[config.mk]
export PLATFORM = sky130hd
export DESIGN_NAME = staggered_multichannel_pwm_top
export DESIGN_NICKNAME = d
export VERILOG_FILES = /design/src/hdl/smpwm_pkg.sv /design/src/hdl/smpwm_cmd.sv /design/src/hdl/smpwm_gen.sv /design/src/hdl/staggered_multichannel_pwm_top.sv
export SDC_FILE = /design/constraint.sdc
export NUM_CORES = 1
export LEC_CHECK = 0
export BUFFER_PORTS_ARGS = -buffer_cell sky130_fd_sc_hd__buf_2
export CAP_MARGIN = 5
export CELL_PAD_IN_SITES_DETAIL_PLACEMENT = 0
export CELL_PAD_IN_SITES_GLOBAL_PLACEMENT = 2
export CORE_AREA = 8 8 216 218
export DETAILED_ROUTE_END_ITERATION = 16
export DIE_AREA = 0 0 224 226
export GPL_TIMING_DRIVEN = 0
export PLACE_DENSITY = 0.78
export SYNTH_ARGS = -nofsm -noshare
export SYNTH_HDL_FRONTEND = slang
export SYNTH_HIERARCHICAL = 1
export SYNTH_SLANG_ARGS = --single-unit
[constraint.sdc]
create_clock -name clock -period 3.7 [get_ports clock]
set_input_delay 0.74 -clock clock [delete_from_list [all_inputs] [get_ports clock]]
set_output_delay 0.74 -clock clock [all_outputs]
set_load 0.005 [all_outputs]
[src/hdl/smpwm_pkg.sv]
package smpwm_pkg;

   // Channel organization
   localparam int NUM_CHANNELS = 24;
   localparam int GROUP_SIZE   = 8;
   localparam int NUM_GROUPS   = 3;
   localparam int DUTY_W       = 8;
   localparam int PHASE_W      = 10;
   localparam int CHAN_W       = 5;

   // Timing constants
   localparam int PERIOD_TICKS_DEFAULT = 1000;
   localparam int EDGE_DELAY           = 25;
   localparam logic [DUTY_W-1:0] DUTY_WINDOW = 8'd100;
   localparam logic [DUTY_W-1:0] DUTY_RESET  = 8'd50;

   // Phase at which each group drives its outputs high
   localparam logic [PHASE_W-1:0] GROUP_START [NUM_GROUPS] = '{10'd0, 10'd400, 10'd800};

   // Command characters
   localparam logic [7:0] CHAR_FIRST_CH = 8'h41;  // 'A'
   localparam logic [7:0] CHAR_LAST_CH  = 8'h58;  // 'X'
   localparam logic [7:0] CHAR_HASH     = 8'h23;  // '#'
   localparam logic [7:0] CHAR_ENABLE   = 8'h45;  // 'E'
   localparam logic [7:0] CHAR_DISABLE  = 8'h44;  // 'D'

   // Kind of input transaction
   typedef enum logic {
      OP_TICK = 1'b0,
      OP_BYTE = 1'b1
   } opcode_type;

   // Command parser state
   typedef enum logic [2:0] {
      MODE_IDLE   = 3'b001,
      MODE_DUTY   = 3'b010,
      MODE_ENABLE = 3'b100
   } parse_mode_type;

   // Duty table write from the parser to the generator
   typedef struct packed {
      logic                 we;
      logic [CHAN_W-1:0]    idx;
      logic [DUTY_W-1:0]    value;
   } duty_wr_type;

endpackage

[src/hdl/smpwm_cmd.sv]
module smpwm_cmd (
   input  logic                  clock,
   input  logic                  reset,
   input  logic                  byte_fire,
   input  logic [7:0]            rx_byte,
   output smpwm_pkg::duty_wr_type duty_wr,
   output logic                  enable,
   output logic                  enable_next
);

   smpwm_pkg::parse_mode_type    mode_ff, mode_in;
   logic [smpwm_pkg::CHAN_W-1:0] chan_ff, chan_in;
   logic                         enable_ff, enable_in;
   logic [7:0]                   chan_diff;

   assign chan_diff = rx_byte - smpwm_pkg::CHAR_FIRST_CH;

   // Decode one received byte
   always_comb begin
      mode_in   = mode_ff;
      chan_in   = chan_ff;
      enable_in = enable_ff;
      duty_wr   = '0;
      if (byte_fire) begin
         case (mode_ff)
            smpwm_pkg::MODE_DUTY: begin
               duty_wr.we    = (chan_ff < smpwm_pkg::CHAN_W'(smpwm_pkg::NUM_CHANNELS));
               duty_wr.idx   = chan_ff;
               duty_wr.value = rx_byte;
               mode_in       = smpwm_pkg::MODE_IDLE;
            end
            smpwm_pkg::MODE_ENABLE: begin
               if (rx_byte == smpwm_pkg::CHAR_ENABLE) begin
                  enable_in = 1'b1;
               end else if (rx_byte == smpwm_pkg::CHAR_DISABLE) begin
                  enable_in = 1'b0;
               end
               mode_in = smpwm_pkg::MODE_IDLE;
            end
            default: begin
               mode_in = smpwm_pkg::MODE_IDLE;
               if (rx_byte >= smpwm_pkg::CHAR_FIRST_CH &&
                   rx_byte <= smpwm_pkg::CHAR_LAST_CH) begin
                  chan_in = chan_diff[smpwm_pkg::CHAN_W-1:0];
                  mode_in = smpwm_pkg::MODE_DUTY;
               end else if (rx_byte == smpwm_pkg::CHAR_HASH) begin
                  mode_in = smpwm_pkg::MODE_ENABLE;
               end
            end
         endcase
      end
   end

   // Hold parser state
   always_ff @(posedge clock) begin
      if (reset) begin
         mode_ff   <= smpwm_pkg::MODE_IDLE;
         chan_ff   <= '0;
         enable_ff <= 1'b0;
      end else begin
         mode_ff   <= mode_in;
         chan_ff   <= chan_in;
         enable_ff <= enable_in;
      end
   end

   assign enable      = enable_ff;
   assign enable_next = enable_in;

endmodule

[src/hdl/smpwm_gen.sv]
module smpwm_gen #(
   parameter int PERIOD_TICKS = smpwm_pkg::PERIOD_TICKS_DEFAULT
) (
   input  logic                                   clock,
   input  logic                                   reset,
   input  logic                                   tick_fire,
   input  logic                                   enable,
   input  smpwm_pkg::duty_wr_type                 duty_wr,
   output logic [smpwm_pkg::NUM_CHANNELS-1:0]     levels_next
);

   localparam int PW = smpwm_pkg::PHASE_W;

   logic [smpwm_pkg::DUTY_W-1:0]       duty_ff [smpwm_pkg::NUM_CHANNELS];
   logic [PW-1:0]                      phase_ff, phase_in;
   logic [smpwm_pkg::NUM_CHANNELS-1:0] level_ff, level_in;
   logic                               advance;
   logic [PW:0]                        phase_inc;

   assign advance   = tick_fire && enable;
   assign phase_inc = {1'b0, phase_ff} + (PW+1)'(1);

   // Set groups at their start, clear in-window channels at duty edge
   always_comb begin
      logic [PW:0] edge_at;
      edge_at  = '0;
      level_in = level_ff;
      phase_in = phase_ff;
      if (advance) begin
         for (int g = 0; g < smpwm_pkg::NUM_GROUPS; g++) begin
            if (phase_ff == smpwm_pkg::GROUP_START[g]) begin
               level_in[g*smpwm_pkg::GROUP_SIZE +: smpwm_pkg::GROUP_SIZE] = '1;
            end
            for (int c = 0; c < smpwm_pkg::GROUP_SIZE; c++) begin
               edge_at = {1'b0, smpwm_pkg::GROUP_START[g]}
                         + (PW+1)'(smpwm_pkg::EDGE_DELAY)
                         + (PW+1)'(duty_ff[g*smpwm_pkg::GROUP_SIZE + c]);
               if (duty_ff[g*smpwm_pkg::GROUP_SIZE + c] <= smpwm_pkg::DUTY_WINDOW &&
                   {1'b0, phase_ff} == edge_at) begin
                  level_in[g*smpwm_pkg::GROUP_SIZE + c] = 1'b0;
               end
            end
         end
         // Wrap at the end of the period
         if (phase_inc >= (PW+1)'(PERIOD_TICKS)) begin
            phase_in = '0;
         end else begin
            phase_in = phase_inc[PW-1:0];
         end
      end
   end

   // Hold phase, levels and duty table
   always_ff @(posedge clock) begin
      if (reset) begin
         phase_ff <= '0;
         level_ff <= '0;
         for (int i = 0; i < smpwm_pkg::NUM_CHANNELS; i++) begin
            duty_ff[i] <= smpwm_pkg::DUTY_RESET;
         end
      end else begin
         phase_ff <= phase_in;
         level_ff <= level_in;
         if (duty_wr.we) begin
            duty_ff[duty_wr.idx] <= duty_wr.value;
         end
      end
   end

   assign levels_next = level_in;

endmodule

[src/hdl/staggered_multichannel_pwm_top.sv]
// Pipeline: a result passes the input register, then the result register, and is held
//   there until rsp_tready takes it.
// Throughput: one transaction per cycle unless a result is held; each tick or byte is
//   fully handled by the parallel compares and parser logic between the two registers.
// Reset: synchronous, active high; clears the pipeline, phase, levels and parser,
//   and loads every duty value with 50.
module staggered_multichannel_pwm_top #(
   parameter int PERIOD_TICKS = smpwm_pkg::PERIOD_TICKS_DEFAULT
) (
   input  logic        clock,
   input  logic        reset,
   input  logic        req_tvalid,
   output logic        req_tready,
   input  logic [7:0]  req_tdata,   // [7:0] rx_byte
   input  logic        req_tuser,   // [0] opcode
   output logic        rsp_tvalid,
   input  logic        rsp_tready,
   output logic [31:0] rsp_tdata    // [23:0] channel_levels, [24] running, [31:25] zero
);

   logic                               in_vld_ff;
   smpwm_pkg::opcode_type              in_op_ff;
   logic [7:0]                         in_byte_ff;
   logic                               out_vld_ff;
   logic [smpwm_pkg::NUM_CHANNELS-1:0] out_levels_ff;
   logic                               out_run_ff;
   logic                               out_ready;
   logic                               fire;
   logic                               tick_fire;
   logic                               byte_fire;
   smpwm_pkg::duty_wr_type             duty_wr;
   logic                               enable;
   logic                               enable_next;
   logic [smpwm_pkg::NUM_CHANNELS-1:0] levels_next;

   // Pipeline handshake
   assign out_ready  = !out_vld_ff || rsp_tready;
   assign fire       = in_vld_ff && out_ready;
   assign req_tready = !in_vld_ff || out_ready;
   assign tick_fire  = fire && (in_op_ff == smpwm_pkg::OP_TICK);
   assign byte_fire  = fire && (in_op_ff == smpwm_pkg::OP_BYTE);

   // Capture the input transaction
   always_ff @(posedge clock) begin
      if (reset) begin
         in_vld_ff <= 1'b0;
      end else if (req_tready) begin
         in_vld_ff <= req_tvalid;
      end
   end

   always_ff @(posedge clock) begin
      if (req_tready && req_tvalid) begin
         in_op_ff   <= smpwm_pkg::opcode_type'(req_tuser);
         in_byte_ff <= req_tdata;
      end
   end

   smpwm_cmd u_cmd (
      .clock       (clock),
      .reset       (reset),
      .byte_fire   (byte_fire),
      .rx_byte     (in_byte_ff),
      .duty_wr     (duty_wr),
      .enable      (enable),
      .enable_next (enable_next)
   );

   smpwm_gen #(
      .PERIOD_TICKS (PERIOD_TICKS)
   ) u_gen (
      .clock       (clock),
      .reset       (reset),
      .tick_fire   (tick_fire),
      .enable      (enable),
      .duty_wr     (duty_wr),
      .levels_next (levels_next)
   );

   // Result register
   always_ff @(posedge clock) begin
      if (reset) begin
         out_vld_ff <= 1'b0;
      end else if (out_ready) begin
         out_vld_ff <= in_vld_ff;
      end
   end

   always_ff @(posedge clock) begin
      if (fire) begin
         out_levels_ff <= levels_next;
         out_run_ff    <= enable_next;
      end
   end

   assign rsp_tvalid = out_vld_ff;
   assign rsp_tdata  = {7'd0, out_run_ff, out_levels_ff};

endmodule

Yosys cells after proc, flatten, opt, wreduce, memory -nomap -nowiden
Memories as Yosys holds them, arrays and structs flattened. Cells that the tools add are included.

Muxes and demuxes: 46. $lt $le $gt $ge: 28. Add/sub/neg operators: 26. Reductions and logical operators: 38. Equal/unequal tests: 31. Bitwise operators: 2.

Operators by type and width (count): equality test 10 x 11 -> 1 bit (24); <= comparator 8 x 7 -> 1 bit, second input constant (25); adder 10 x 8 -> 11 bit, first input constant (8); adder 9 x 8 -> 10 bit, first input constant (8); adder 5 x 8 -> 9 bit, first input constant (8); 2-to-1 mux 1 bit (34); 2-to-1 mux 8 bit (4); logical AND 1 bit (30); 2-to-1 mux 14 bit (2); 2-to-1 mux 24 bit (1); equality test 8 x 7 -> 1 bit, second input constant (2); adder 10 x 1 -> 11 bit, second input constant (1); greater-or-equal comparator 11 x 10 -> 1 bit, second input constant (1); equality test 10 bit, second input constant (1); equality test 10 x 9 -> 1 bit, second input constant (1); zero test 10 bit (1); 2-to-1 mux 10 bit (1); 2-to-1 mux 3 bit (3); equality test 8 x 6 -> 1 bit, second input constant (1); greater-or-equal comparator 8 x 7 -> 1 bit, second input constant (1); OR reduction 8 bit (1); < comparator 5 bit, second input constant (1); 2-to-1 mux 5 bit (1); subtractor 5 x 1 -> 5 bit, second input constant (1); other kinds (7) (10).

Logic and storage cells: 183. Output and inout bits: 34. Bits in writable memories: 192. Memories kept: 1. Flip-flop bits (word level): 79. Bits of input ports: 13.

Memory list: u_gen.duty_ff (depth 24, width 8, read ports 24, clocked after memory_dff 0, wr ports 24, line smpwm_gen.sv:14) `logic [smpwm_pkg::DUTY_W-1:0] duty_ff [smpwm_pkg::NUM_CHANNELS];`.

Depth between registers and ports, before layout
Depth after elaboration: 10. Gate-level depth with buffers: 11. Mapped depth without buffers: 9.

Modules after synthesis
The synthesis kept the hierarchy.

By module, submodules not included: smpwm_gen (times used 1, seq. area each 6446.2 µm², area each 15972.8 µm², cells each 1652); staggered_multichannel_pwm_top (times used 1, seq. area each 1061.0 µm², area each 1206.2 µm², cells each 55); smpwm_cmd (times used 1, seq. area each 180.2 µm², area each 708.2 µm², cells each 81).

Least setup slack after synthesis
No wires, ideal clock.

Path kind: input-to-reg. Start: input port rsp_tready. End: memory u_gen/duty_ff[5][1] (netlist bit) (data pin). Library setup time: 0.265 ns. Buffers on the path: 3. Arrival time: 2.888 ns. Setup slack: 0.547 ns. Required time: 3.435 ns. Cell stages on the path: 10. Path through: nand2b_1 -> and3_1 -> nand2b_1 -> nor2_1 -> clkbuf_1 -> and2_1 -> or3b_2 -> clkbuf_1 -> clkbuf_1 -> or3_1.

RTL lines: from (decl) (line staggered_multichannel_pwm_top.sv:17) `input logic rsp_tready,`; to (decl) (line smpwm_gen.sv:14).

Worst setup path after layout
Start: register u_gen.phase_ff[1]. End: register u_gen/level_ff[4] (netlist bit).

Longest elaborated chain between the ends: 4. Elaborated cells between the ends (all ways): 6. Classes of those cells: eq/ne (1); mux (3); reduce/logical (2).

RTL lines: from (decl) (line smpwm_gen.sv:15) `logic [PW-1:0] phase_ff, phase_in;`; from (signal assigned) (line smpwm_gen.sv:62) `phase_ff <= phase_in;`; equality test 10 x 11 -> 1 bit or zero test 10 bit (tied branches) (line smpwm_gen.sv:39, smpwm_gen.sv:31); logical AND 1 bit or 2-to-1 mux 8 bit (tied branches) (line smpwm_gen.sv:38, smpwm_gen.sv:31); 2-to-1 mux 1 bit * (line smpwm_gen.sv:38) `if (duty_ff[g*smpwm_pkg::GROUP_SIZE + c] <= smpwm_pkg::DUTY_WINDOW &&`; 2-to-1 mux 24 bit * (line smpwm_gen.sv:29) `if (advance) begin`; net levels_next (one bit) (line staggered_multichannel_pwm_top.sv:34) `logic [smpwm_pkg::NUM_CHANNELS-1:0] levels_next;`; to (signal assigned) (line smpwm_gen.sv:63) `level_ff <= level_in;`; to (decl) (line smpwm_gen.sv:16) `logic [smpwm_pkg::NUM_CHANNELS-1:0] level_ff, level_in;`.

The timed path passes the listed nets; every way through them passes the cells marked *. A chain may end at the register's enable or synchronous reset.

==> impl_metrics.tcl <==
set metrics [dict create \
    outcome "complete, no violations" \
    power.total_uw 7218 \
    final_estimated_routing_congestion_in_global_placement 0.8496 \
    mean_area_per_synthesized_cell_um2 10.00 \
    fp.dieH_um 226 \
    final_hold_vio_count 0 \
    critical_path.max_fanout 10 \
    synth_commonest_cells "sky130_fd_sc_hd__edfxtp_1 (226), sky130_fd_sc_hd__xnor2_1 (179), sky130_fd_sc_hd__and2_1 (137)" \
    finalWirelength_mm 57.80 \
    synth-xor-area-share_pct 13.89 \
    numPortBuffers 39 \
    area_delta_synth_final_pct 11.79 \
    holdBufCountCts 0 \
    synth.area.mux_share_pct 1.231 \
    post-synth-top-area-fraction_pct 37.94 \
    p_seq_share_pct 48.8 \
    grt_pass1_vias 13327 \
    fillCellCount 4145 \
    power.combinational.fraction_pct 7.1 \
    hold-path-endpoint "in_op_ff" \
    chipWidth_um 224 \
    static_leakage_power_uw 0.007041 \
    detailedRoute.firstPassIterationCount 5 \
    antenna_left 0 \
    cts.sink_count 271 \
    drv_slew 0 \
    clock_buffers_created_by_tritoncts 34 \
    final_core_util_pct 46.02 \
    clk-insertion-delay-late_ns 0.55 \
    regToRegStartpoint "u_gen/phase_ff[1]" \
    cellInternalPower_uw 5484 \
    yosys.area_share.simple_pct 21.90 \
    hold-worst-slack_ns 0.3717 \
    boundaryPins 47 \
    synth.most_common_cell "sky130_fd_sc_hd__edfxtp_1" \
    start_util_pct 41.17 \
    placementRows 77 \
    synth_edf_count 226 \
    reg2regPathDepth 10 \
    synth.yosys.seq_area_share_pct 42.98 \
    clkPwrFrac_pct 44.2 \
    grt_start_max_net_pins 17 \
    synth_async_sr_flop_share_pct 0 \
    min_path_cells 1 \
    max_cap_viol_count 0 \
    drt_first_iter_violations 1069 \
    worst_setup_path_end_kind "flop" \
    ys_types 93 \
    clock_skew_ns 0.01848 \
    main_combinational_cell_family_by_area_after_synthesis "simple AND/OR/NAND/NOR gates" \
    overflow 0 \
    rr_endpoint "u_gen/level_ff[4]" \
    synth.cell_area_um2 17890 \
    clock.fmax_mhz 282.3 \
    total_net_switching_power_uw 1734 \
    die_area_um2 50620 \
    drc_violations_left 0 \
    first_pass_grt_wire_length_mm 85.10 \
    number_of_antenna_violations_at_the_first_check_in_global_routing 8 \
    finalNetCount 1940 \
    fin_setup_tns_ns 0 \
    cts_max_path_buffers 3 \
    h-tree-depth 2 \
    clock_input_transition_at_the_sequential_cells_of_the_worst_setup_and_hold_paths_ns 0.06 \
    grt_usage_pct 22.63 \
    timing.critical_path.from_type "flop" \
    yosysWarningCount 6 \
    critical_path_required_ns 4.15 \
    cts_tree "built" \
    synthDominantAreaCellType "sky130_fd_sc_hd__edfxtp_1" \
    floorplan.core_area_um2 43450 \
    swShare_pct 24.02 \
    min-delay-path-class "in -> reg" \
    place.detailed.hpwl_mm 40.11 \
    vdd_drop_max_v 0.0003098 \
    postSynthCellCount 1788 \
    dominantRegCellSynth "sky130_fd_sc_hd__edfxtp_1" \
    timing.final.crit_share_pct 95.73 \
    post-route-min-period_ns 3.542 \
    final_layout_size_suffix_gt1_share_pct 10.43 \
    setup.worst_path.class "reg -> reg" \
    avgViaCountPerCell 5.623 \
    compound_cell_area_share_of_the_yosys_netlist_pct 11.91 \
    clk_root_buffer_cell "sky130_fd_sc_hd__clkbuf_16" \
    arrival_ns 4.00 \
    cellPowerDensity_nw_per_um2 361.0 \
    routed_length_per_placed_instance_um 23.19 \
    setup_viol 0 \
    slew-limit-headroom_pct 14.19 \
    regToRegSetupSlack_ns 0.16 \
    route.vias.total 14013 \
    hp-start "req_tuser" \
    synth_seq_cells 271 \
    worst_slew_pin_slew_ns 1.287 \
    yosys.area_share.adder_pct 3.777 \
    synthTopCellsByArea "sky130_fd_sc_hd__edfxtp_1 (38%), sky130_fd_sc_hd__xnor2_1 (8.8%), sky130_fd_sc_hd__dfxtp_1 (5.0%)" \
]
layout make-up:
| class | instances | area, µm² | area share, % |
|---|---|---|---|
| Multi-Input combinational cell | 1339 | 9477 | 47.39 |
| Sequential cell | 271 | 7687 | 38.45 |
| Clock buffer | 45 | 965.9 | 4.831 |
| Tap cell | 592 | 740.7 | 3.704 |
| Buffer | 109 | 501.7 | 2.509 |
| Inverter | 75 | 281.5 | 1.408 |
| Timing Repair Buffer | 43 | 242.7 | 1.214 |
| Clock inverter | 17 | 96.34 | 0.4818 |
| Antenna cell | 1 | 2.502 | 0.01251 |
worst max-delay path: stages, from the launching register on:
cell and delay (ns):
sky130_fd_sc_hd__dfxtp_1 0.31, sky130_fd_sc_hd__buf_2 0.26, sky130_fd_sc_hd__buf_1 0.52, sky130_fd_sc_hd__inv_1 0.17, sky130_fd_sc_hd__ha_1 0.14, sky130_fd_sc_hd__or4b_4 0.48, sky130_fd_sc_hd__or3_4 0.41, sky130_fd_sc_hd__nor3_4 0.64
sky130_fd_sc_hd__nor2_1 0.08, sky130_fd_sc_hd__a21oi_1 0.25, sky130_fd_sc_hd__nor2b_1 0.17
worst max path at each step:
stage                           start                  end  slack (ns)  cells past startpoint
finish              u_gen/phase_ff[1]    u_gen/level_ff[4]        0.16                     10
global route               rsp_tvalid  u_gen/duty_ff[1][2]      -0.006                     11
CTS                        rsp_tvalid  u_gen/duty_ff[3][6]       0.004                     10
detailed placement         rsp_tready  u_gen/duty_ff[1][5]       -0.62                     12
global placement           rsp_tready    out_levels_ff[13]       -0.81                      9
floorplan                  rsp_tready  u_gen/duty_ff[5][1]        0.55                     10
flip-flops by register name, indices dropped and copies added (netlist names):
register	flops
out_run_ff	1
in_byte_ff	8
in_vld_ff	1
u_cmd/enable	1
u_gen/level_ff	24
out_levels_ff	24
u_cmd/mode_ff	3
u_cmd/chan_ff	5
rsp_tvalid	1
u_gen/phase_ff	10
in_op_ff	1
u_gen/duty_ff	192
routing by layer:
layer  wire length, µm  global-route usage [%]
met2             26460                   36.78
met1             25650                   30.87
met5                 0                       0
met4              1663                   7.732
met3              4028                   2.896
repair_timing:
| action | CTS | global route |
|---|---|---|
| endpoints found under the setup margin | 19 | 61 |
| pin swaps | 0 | 0 |
| gates resized for setup | 5 | 12 |
| setup buffers | 0 | 2 |
cell families after synthesis:
logic type / count (synthesis)
XOR/XNOR: 282
AO/OA/AOI/OAI: 285
buffers and inverters: 184
flip-flops: 271
other: 1
multiplexers: 21
AND/OR/NAND/NOR: 690
adder cells (fa/ha/maj): 54
power groups by stage:
| stage | Clock (µW) | Combinational, µW | Sequential (µW) |
|---|---|---|---|
| 2_1_floorplan | 0 | 401 | 3550 |
| 3_3_place_gp | 0 | 494 | 3580 |
| 3_5_place_dp | 0 | 509 | 3580 |
| 4_1_cts | 3260 | 511 | 3520 |
| 5_1_grt | 3370 | 568 | 3530 |
| 6_report | 3190 | 511 | 3520 |
cell usage in the layout, fill, tap and decap left out, types with 12 or more instances in the layout:
master	count
sky130_fd_sc_hd__buf_2	62
sky130_fd_sc_hd__or2_2	26
sky130_fd_sc_hd__nor2_1	103
sky130_fd_sc_hd__edfxtp_1	226
sky130_fd_sc_hd__nand3_1	38
sky130_fd_sc_hd__o311ai_0	20
sky130_fd_sc_hd__and3_1	20
sky130_fd_sc_hd__o32ai_1	13
sky130_fd_sc_hd__inv_1	74
sky130_fd_sc_hd__xor2_1	102
sky130_fd_sc_hd__ha_1	54
sky130_fd_sc_hd__o21ai_0	34
sky130_fd_sc_hd__nor2b_1	41
sky130_fd_sc_hd__clkbuf_16	37
sky130_fd_sc_hd__xnor2_1	179
sky130_fd_sc_hd__mux2i_1	13
sky130_fd_sc_hd__a31oi_1	13
sky130_fd_sc_hd__nand2b_1	20
sky130_fd_sc_hd__nand2_1	69
sky130_fd_sc_hd__or3_1	80
sky130_fd_sc_hd__buf_4	12
sky130_fd_sc_hd__and2_1	136
sky130_fd_sc_hd__nor3_1	56
sky130_fd_sc_hd__nand4_1	22
sky130_fd_sc_hd__nor4_1	26
sky130_fd_sc_hd__a21oi_1	63
sky130_fd_sc_hd__clkbuf_1	66
sky130_fd_sc_hd__a21o_1	17
sky130_fd_sc_hd__dfxtp_1	45
per-stage QoR:
step | setup WS, ns | cell area, µm² | std cells
after floorplan | 0.5469 | 17910 | 1794
after global routing | -0.006408 | 20000 | 2492
after detailed placement | -0.6210 | 18880 | 2427
after global placement | -0.8131 | 18850 | 2425
final | 0.1580 | 20000 | 2492
after CTS | 0.004367 | 19960 | 2489
(Power assumes the default switching activity.)
